--- config.mk ---
export PLATFORM = sky130hd
export DESIGN_NAME = decimal_text_to_fixed_point
export DESIGN_NICKNAME = d
export VERILOG_FILES = /design/src/hw/rtl/dttfp_pkg.sv /design/src/hw/rtl/decimal_text_to_fixed_point.sv
export SDC_FILE = /design/constraint.sdc
export NUM_CORES = 2
export LEC_CHECK = 0
export BUFFER_PORTS_ARGS = -buffer_cell sky130_fd_sc_hd__buf_2
export CAP_MARGIN = 20
export CELL_PAD_IN_SITES_DETAIL_PLACEMENT = 1
export CELL_PAD_IN_SITES_GLOBAL_PLACEMENT = 1
export CORE_UTILIZATION = 45
export DETAILED_ROUTE_END_ITERATION = 16
export PLACE_DENSITY_LB_ADDON = 0.1
export RECOVER_POWER = 50
export SETUP_SLACK_MARGIN = 0.1
export SLEW_MARGIN = 20
export SYNTH_ARGS = -nofsm -noshare
export SYNTH_HDL_FRONTEND = slang
export SYNTH_SLANG_ARGS = --single-unit
--- constraint.sdc ---
create_clock -name i_clk -period 7.8 [get_ports i_clk]
set_input_delay 0.78 -clock i_clk [delete_from_list [all_inputs] [get_ports i_clk]]
set_output_delay 0.78 -clock i_clk [all_outputs]
set_load 0.05 [all_outputs]
--- src/hw/rtl/dttfp_pkg.sv ---
`default_nettype none

package dttfp_pkg;

    // Character codes the parser reacts to
    localparam logic [7:0] CH_NUL   = 8'h00;
    localparam logic [7:0] CH_TAB   = 8'h09;
    localparam logic [7:0] CH_CR    = 8'h0D;
    localparam logic [7:0] CH_SPACE = 8'h20;
    localparam logic [7:0] CH_PLUS  = 8'h2B;
    localparam logic [7:0] CH_MINUS = 8'h2D;
    localparam logic [7:0] CH_DOT   = 8'h2E;
    localparam logic [7:0] CH_ZERO  = 8'h30;

    // Result format: Q31.32
    localparam int VALUE_W  = 64;
    localparam int Q_FRAC   = 32;
    // Headroom bits above the value for the unclamped sum
    localparam int SUM_W    = VALUE_W + 2;

    localparam logic signed [VALUE_W-1:0] VALUE_MAX = 64'sh7FFF_FFFF_FFFF_FFFF;
    localparam logic signed [VALUE_W-1:0] VALUE_MIN = 64'sh8000_0000_0000_0000;

    typedef logic [7:0]                t_char;
    typedef logic signed [VALUE_W-1:0] t_value;

endpackage

`default_nettype wire

--- src/hw/rtl/decimal_text_to_fixed_point.sv ---
`default_nettype none

// Decimal text to signed Q31.32 fixed point. One character is taken per beat,
// one every clock cycle while o_stall is low; a zero byte closes the string, and
// its result passes a sum-and-clamp stage, then a negate-and-clamp stage, to the
// output; once the zero byte is taken, the parser is already clear for the next
// string. Leading whitespace is skipped, each '-' in the sign run flips the
// sign, digits up to a dot build a saturating INT_BITS integer part, and each
// later character adds (code - '0') times a weight from a constant table of
// tenths with WEIGHT_FRAC_BITS fraction bits. o_overflow reports integer
// saturation or clamping of the final value. The input stalls only when both
// output stages hold results that downstream has not taken.
module decimal_text_to_fixed_point #(
    parameter int WEIGHT_FRAC_BITS = 48,
    parameter int INT_BITS         = 32
) (
    input  wire                  i_clk,
    input  wire                  i_rst_n,
    input  wire                  i_valid,
    output logic                 o_stall,
    input  dttfp_pkg::t_char     i_char_code,
    output logic                 o_valid,
    input  wire                  i_stall,
    output dttfp_pkg::t_value    o_value,
    output logic                 o_overflow
);
    import dttfp_pkg::*;

    localparam int W       = WEIGHT_FRAC_BITS;
    localparam int FRAC_W  = W + 9;          // fraction accumulator
    localparam int FQ_W    = Q_FRAC + 9;     // fraction at 32 fraction bits
    localparam int AW      = INT_BITS + 5;   // acc*10 + digit before clamp
    localparam int SH      = (W > Q_FRAC) ? W - Q_FRAC : 0;
    localparam int HALF_SH = (W > Q_FRAC) ? W - Q_FRAC - 1 : 0;

    function automatic int weight_count();
        logic [63:0] w;
        int          n;
        w = ((64'd1 << W) + 64'd5) / 64'd10;
        n = 1;
        for (int k = 0; k < 32; k++) begin
            if (w != 64'd0) begin
                w = w / 64'd10;
                n = n + 1;
            end
        end
        return n;
    endfunction

    localparam int NW   = weight_count();
    localparam int WI_W = $clog2(NW);

    function automatic logic [NW*W-1:0] build_weights();
        logic [63:0]     w;
        logic [NW*W-1:0] tab;
        w   = ((64'd1 << W) + 64'd5) / 64'd10;
        tab = '0;
        for (int k = 0; k < NW; k++) begin
            tab[k*W +: W] = w[W-1:0];
            w = w / 64'd10;
        end
        return tab;
    endfunction

    localparam logic [NW*W-1:0] WTAB = build_weights();

    // Rounding offset folded into the accumulator's reset value
    localparam logic signed [FRAC_W-1:0] FRAC_RST = (W > Q_FRAC) ?
        ({{(FRAC_W-1){1'b0}}, 1'b1} << HALF_SH) : '0;

    localparam logic signed [AW-1:0] IMAX =
        {{(AW-INT_BITS+1){1'b0}}, {(INT_BITS-1){1'b1}}};
    localparam logic signed [AW-1:0] IMIN = ~IMAX;

    localparam logic signed [SUM_W-1:0] SUM_MAX = SUM_W'(VALUE_MAX);
    localparam logic signed [SUM_W-1:0] SUM_MIN = SUM_W'(VALUE_MIN);

    typedef enum logic [1:0] {
        PH_WS,
        PH_SIGN,
        PH_INT,
        PH_FRAC
    } t_phase;

    // Parser state
    t_phase                     r_phase, n_phase;
    logic                       r_neg, n_neg;
    logic signed [INT_BITS-1:0] r_int, n_int;
    logic signed [FRAC_W-1:0]   r_frac, n_frac;
    logic [WI_W-1:0]            r_widx, n_widx;
    logic                       r_sat, n_sat;

    // Sum stage and output stage
    logic                       r_s1_valid;
    logic signed [SUM_W-1:0]    r_s1_sum;
    logic                       r_s1_neg;
    logic                       r_s1_ovf;
    logic                       r_out_valid;
    t_value                     r_value;
    logic                       r_ovf;

    logic                       accept;
    logic                       is_nul;
    logic                       out_free;
    logic                       s1_adv;
    logic signed [8:0]          digit;
    logic [W-1:0]               weight;
    logic signed [W+9:0]        fprod;
    logic signed [AW-1:0]       iacc;
    logic signed [FQ_W-1:0]     fq;
    logic signed [SUM_W-1:0]    sum;
    logic signed [SUM_W-1:0]    sum_clamped;
    logic                       sum_ovf;
    t_value                     neg_value;
    logic                       neg_ovf;

    assign out_free = !r_out_valid || !i_stall;
    assign s1_adv   = r_s1_valid && out_free;
    assign o_stall  = r_s1_valid && !out_free;
    assign accept   = i_valid && !o_stall;
    assign is_nul   = (i_char_code == CH_NUL);

    assign digit  = signed'({1'b0, i_char_code}) - signed'({1'b0, CH_ZERO});
    assign weight = WTAB[r_widx*W +: W];
    assign fprod  = digit * signed'({1'b0, weight});
    assign iacc   = (AW'(r_int) <<< 3) + (AW'(r_int) <<< 1) + AW'(digit);

    // Parse one non-terminating character; phases fall through like the scan
    always_comb begin
        n_phase = r_phase;
        n_neg   = r_neg;
        n_int   = r_int;
        n_frac  = r_frac;
        n_widx  = r_widx;
        n_sat   = r_sat;
        if (r_phase == PH_FRAC) begin
            n_frac = r_frac + signed'(fprod[FRAC_W-1:0]);
            if (r_widx != WI_W'(NW - 1)) begin
                n_widx = r_widx + 1'b1;
            end
        end else begin
            priority if (r_phase == PH_WS &&
                         ((i_char_code >= CH_TAB && i_char_code <= CH_CR) ||
                          i_char_code == CH_SPACE)) begin
                n_phase = PH_WS;
            end else if (r_phase != PH_INT &&
                         (i_char_code == CH_PLUS || i_char_code == CH_MINUS)) begin
                n_phase = PH_SIGN;
                n_neg   = r_neg ^ (i_char_code == CH_MINUS);
            end else if (i_char_code == CH_DOT) begin
                n_phase = PH_FRAC;
            end else begin
                n_phase = PH_INT;
                priority if (iacc > IMAX) begin
                    n_int = IMAX[INT_BITS-1:0];
                    n_sat = 1'b1;
                end else if (iacc < IMIN) begin
                    n_int = IMIN[INT_BITS-1:0];
                    n_sat = 1'b1;
                end else begin
                    n_int = iacc[INT_BITS-1:0];
                end
            end
        end
    end

    // Fraction at 32 fraction bits: floor of the offset accumulator
    generate
        if (W >= Q_FRAC) begin : g_frac_down
            logic signed [FRAC_W-1:0] frac_sh;
            assign frac_sh = r_frac >>> SH;
            assign fq      = signed'(frac_sh[FQ_W-1:0]);
        end else begin : g_frac_up
            assign fq = signed'({r_frac, {(Q_FRAC-W){1'b0}}});
        end
    endgenerate

    assign sum = (SUM_W'(r_int) <<< Q_FRAC) + SUM_W'(fq);

    always_comb begin
        sum_ovf = 1'b0;
        priority if (sum > SUM_MAX) begin
            sum_clamped = SUM_MAX;
            sum_ovf     = 1'b1;
        end else if (sum < SUM_MIN) begin
            sum_clamped = SUM_MIN;
            sum_ovf     = 1'b1;
        end else begin
            sum_clamped = sum;
        end
    end

    always_comb begin
        neg_ovf   = r_s1_ovf;
        neg_value = r_s1_sum[VALUE_W-1:0];
        if (r_s1_neg) begin
            if (r_s1_sum[VALUE_W-1:0] == VALUE_MIN) begin
                neg_value = VALUE_MAX;
                neg_ovf   = 1'b1;
            end else begin
                neg_value = -r_s1_sum[VALUE_W-1:0];
            end
        end
    end

    always_ff @(posedge i_clk) begin
        if (!i_rst_n) begin
            r_phase     <= PH_WS;
            r_neg       <= 1'b0;
            r_int       <= '0;
            r_frac      <= FRAC_RST;
            r_widx      <= '0;
            r_sat       <= 1'b0;
            r_s1_valid  <= 1'b0;
            r_out_valid <= 1'b0;
        end else begin
            if (accept) begin
                if (is_nul) begin
                    // close the string and clear for the next one
                    r_phase <= PH_WS;
                    r_neg   <= 1'b0;
                    r_int   <= '0;
                    r_frac  <= FRAC_RST;
                    r_widx  <= '0;
                    r_sat   <= 1'b0;
                end else begin
                    r_phase <= n_phase;
                    r_neg   <= n_neg;
                    r_int   <= n_int;
                    r_frac  <= n_frac;
                    r_widx  <= n_widx;
                    r_sat   <= n_sat;
                end
            end

            if (accept && is_nul) begin
                r_s1_valid <= 1'b1;
                r_s1_sum   <= sum_clamped;
                r_s1_neg   <= r_neg;
                r_s1_ovf   <= r_sat | sum_ovf;
            end else if (s1_adv) begin
                r_s1_valid <= 1'b0;
            end

            if (s1_adv) begin
                r_out_valid <= 1'b1;
                r_value     <= neg_value;
                r_ovf       <= neg_ovf;
            end else if (!i_stall) begin
                // drop the beat once taken
                r_out_valid <= 1'b0;
            end
        end
    end

    assign o_valid    = r_out_valid;
    assign o_value    = r_value;
    assign o_overflow = r_ovf;

endmodule

`default_nettype wire

==> flow_results.org <==
** Status
- The run finished, with violations left.
- Violations in the final reports :: capacitance limit, slew limit

** Final layout
- Layout Nets :: 3940
- In the layout the commonest cells are sky130_fd_sc_hd__inv_1, sky130_fd_sc_hd__nand2_1, sky130_fd_sc_hd__fa_1.
- The library cell used most frequently in the layout, excluding fill and tap cells, is sky130_fd_sc_hd__inv_1.
- Synth-to-Final Area Change :: 12.5%
- Fill count :: approximately 7300
- The number of antenna diodes in the final layout is 0.
- The finished cells cover approximately 32000 um2.
- In the final layout, the share of cells above drive strength 1 is just under 9%.

** Min path
- The path with the worst hold slack has its endpoint at r_frac[12].
- Instance count along the most critical hold path :: 2
- Worst hold path type :: flip-flop to flip-flop
- The startpoint identified for the worst hold timing path is r_frac[12].

** Synthesis
- In this run, synthesis produced a sequential element count of 230.
- The synthesized design contains 131 enable-type register cells.
- After synthesis, flip-flops and latches occupy a little over a fifth of the total area.
- For this run, asynchronously set or reset flops after synthesis account for 0%.
- Summing the areas of all xor and xnor instances in the mapped netlist gives 5.46% of the synthesized area.
- Mean area per synthesized cell :: 8.97 um2
- Commonest register cell after synthesis :: sky130_fd_sc_hd__edfxtp_1
- Multiplexer cells account for less than 1% of the synthesized area.
- In this run, distinct cell masters in the synthesized netlist total just under 80.
- The number of nets in the synthesized netlist is around 3800.
- Summing the areas of all compound-gate instances in the mapped netlist gives between 10% and 20% of the synthesized area.
- Largest family of logic cells by synthesized area :: adder cells
- Synth Area in Adders :: approximately 36%
- The Yosys step of the flow raised 0 warnings.
- In the synthesized netlist, the number of instances is 3162.
- After Yosys synthesis, and, or, nand and nor cells account for 14.3% of the synthesized area.
- Syn Std Cell Area :: roughly 28000 um2

** Clock network
- Clock sink count :: 230
- # hold bufs at CTS :: 0
- In this run the number of H-tree levels came out at 1.
- The later pin in the worst-skew pair is clocked with a latency of 0.60 ns.
- The clock passes through at most 3 buffers.
- TritonCTS Buffers :: 30
- Buffer type at the clock tree root :: sky130_fd_sc_hd__clkbuf_16
- Clock-pin slew was measured on the worst setup and hold paths at roughly 0.060 ns.
- CTS tree :: done

** Routing
- ANT nets after route :: 0
- For this run, design rule violations remaining after detail routing come to 0.
- After detailed routing, the average wire length per cell comes to between 20 and 25 um.
- Routed metal-1 wire length :: 41500 um
- Router iterations before antenna repair :: 5
- After the first detailed-routing iteration, the DRC count stood at 1359.
- Max layer used :: met4
- Detailed routing inserted a total of between 20000 and 25000 vias.
- Drt via density :: around 5.6
- WL final :: about 93000 um
- Wire segments on met2 add up to about 43000 um in the final route.
- Wire segments on met3 add up to ~5400 um in the final route.

** Setup path
- Critical-path top delay cell :: sky130_fd_sc_hd__fa_1
- STA puts the critical path data arrival time at approximately 8 ns.
- Critical path start-end classification :: flip-flop to flip-flop
- STA puts the critical path data required time at between 8 and 9 ns.
- Crit start category :: flip-flop
- For the worst flop-to-flop path, the logic depth is 28.
- The startpoint identified for the worst register-to-register timing path is r_widx[2].
- The largest single stage delay on the critical path is approximately 0.55 ns.
- Top fanout value on the critical path :: 8
- Cell with the most instances on the worst path :: sky130_fd_sc_hd__fa_1
- For flop-to-flop paths, the worst setup slack is approximately 0.35 ns.
- Critical path endpoint category :: flip-flop
- Reg2Reg Capture Point :: r_frac[45]

** GRT
- The first global-routing pass estimated approximately 150000 um of wire.
- Entering global routing, the biggest net connects between 60 and 70 pins.
- Overall routing resource usage :: ~30%
- The total overflow left after global routing is 0.
- Vias in the first global route :: 25200
- The initial antenna violation count was 0.

** Pwr
- The internal portion of the total power is around 5.4 mW.
- Fraction of power consumed by the clock network :: between 10% and 20%
- The share of total power dissipated in combinational logic is a little under three quarters.
- Sequential share of power :: approximately 15%
- Power spread over the standard cell area amounts to 324 nW/um2.
- Leak Pwr :: 15.1 nW
- Switching power :: between 4 and 5 mW
- Net switching is 48.0% of the power.
- IR analysis of the VDD net gives a maximum drop of 0.217 mV.

** Die
- Width of the die :: around 250 um
- Row Count :: between 90 and 100
- Starting Density :: a little under half
- Placeable Area :: around 62000 um2
- DIE HEIGHT :: 253 um
- For this design the top-level I/O count stands at 79.
- The die covers roughly 64000 um2.

** STA
- Setup slack on the critical path of the routed design comes to around 0.35 ns.
- Final hold violation count :: 0
- Fin crit period :: about 7.4 ns
- Max Clock Skew :: approximately 0.019 ns
- Worst slew margin relative to its limit :: -159%
- For this run, the top clock speed supported by timing is between 100 and 150 MHz.
- Transition time at the pin with the least slew margin :: 3.88 ns
- In the finished design, the share of the clock period the worst path needs comes to approximately 95%.
- Setup repair after global routing missed its margin :: yes
- Final slew viol count :: 210
- Setup violations remaining at the end of the flow were counted as 0.

** Place
- Detailed-placement wirelength estimate :: approximately 77000 um
- At the placement stage, the worst setup path has a slack of -0.248 ns.
- Total cell area at the placement stage :: slightly above 30000 um2
- At the end of routability-driven placement, the weighted congestion stood at just under 1.
- During placement, the flow inserted port buffers numbering roughly 80.

** Job
- The tool flagged a number of max-cap violations equal to 5.
[cells in the mapped netlist (76+ instances only)]
master                     count  share of area, %
sky130_fd_sc_hd__clkbuf_1    115               1.5
sky130_fd_sc_hd__o21ai_0     131               2.3
sky130_fd_sc_hd__fa_1        365                26
sky130_fd_sc_hd__xnor2_1      76               2.3
sky130_fd_sc_hd__edfxtp_1    131                14
sky130_fd_sc_hd__a21o_1       83               2.2
sky130_fd_sc_hd__nand2_1     387               5.1
sky130_fd_sc_hd__dfxtp_1      99               7.0
sky130_fd_sc_hd__a21oi_1     165               2.9
sky130_fd_sc_hd__inv_1       499               6.6
sky130_fd_sc_hd__nor2_1      193               2.6
sky130_fd_sc_hd__ha_1        230                10
sky130_fd_sc_hd__xor2_1      101               3.1
[worst max-delay path: cells and delay by family (launching register included)]
| family | cells | cell delay, ns |
|---|---|---|
| and+or+nand+nor | 4 | 0.55 |
| buffers and inverters | 9 | 1.24 |
| adders and majority gates | 6 | 2.95 |
| xor gates and xnor gates | 1 | 0.14 |
| DFF | 1 | 0.45 |
| AOI/OAI and AO/OA | 8 | 1.95 |
[state kept, by name, summed over array words and instances (netlist names), 2 cells and up]
| name | count |
|---|---|
| o_value | 64 |
| r_widx | 4 |
| r_frac | 57 |
| r_int | 32 |
| r_s1_sum | 64 |
| r_phase | 2 |
[area by class of cell]
cell class	instances	area, um2	area share, %
multi-input cells	2299	20200	63.2
flip-flops and latches	230	5920	18.6
inverters	503	1890	5.93
repair buffers	269	1830	5.75
well taps	837	1050	3.28
clock buffers	32	758	2.38
clock inverters	24	278	0.871
[power by group through the flow]
stage | clock (mW) | combinational, mW | sequential [mW]
after floorplan | 0 | 4.74 | 1.49
after global placement | 0 | 7.02 | 1.55
after detailed placement | 0 | 7.25 | 1.55
after CTS | 1.49 | 7.30 | 1.52
after global routing | 1.53 | 8.17 | 1.54
final | 1.46 | 7.34 | 1.52
[how the worst max path moves through the flow]
stage | slack [ns] | startpoint | cells after the start | endpoint
finish | 0.35 | r_widx[2] | 28 | r_frac[45]
global route | 0.03 | r_widx[0] | 30 | r_frac[56]
CTS | 0.02 | r_widx[1] | 32 | r_frac[56]
detailed placement | -0.25 | i_char_code[4] | 25 | r_frac[46]
global placement | -0.08 | i_char_code[4] | 26 | r_frac[46]
floorplan | 0.13 | i_char_code[4] | 26 | r_frac[56]
[metal layers]
layer | up-vias | GRT usage, %
met4 | 0 | 9.80
met5 | - | 0
li1 | 10800 | -
met2 | 576 | 48.1
met1 | 11900 | 40.9
met3 | 134 | 4.36
[cells by family (layout without fill, tap and decap cells)]
| logic type | Yosys count | in the layout |
|---|---|---|
| compound gates | 628 | 628 |
| fa+ha+maj | 603 | 603 |
| mux | 8 | 8 |
| xor+xnor | 177 | 177 |
| flops | 230 | 230 |
| buf+inv | 633 | 828 |
| simple gates | 883 | 883 |
[stage by stage]
| step | setup TNS (ns) | hold WS (ns) | total power, mW | cells | util (%) |
|---|---|---|---|---|---|
| after floorplan | 0 | 0.429 | 6.23 | 3162 | - |
| after global placement | -0.121 | 0.462 | 8.56 | 4133 | 49.8 |
| after detailed placement | -0.691 | 0.478 | 8.80 | 4133 | 49.8 |
| after CTS | 0 | 0.487 | 10.3 | 4189 | 51.5 |
| after global routing | 0 | 0.492 | 11.2 | 4194 | 51.5 |
| final | 0 | 0.480 | 10.3 | 4194 | 51.5 |
[repair_timing]
| item | CTS | global route |
|---|---|---|
| gates resized for setup | 2 | 26 |
| setup endpoints to repair | 2 | 24 |
| pin swaps | 0 | 6 |
| setup buffers | 0 | 5 |
Power figures use the tool's default switching activity.
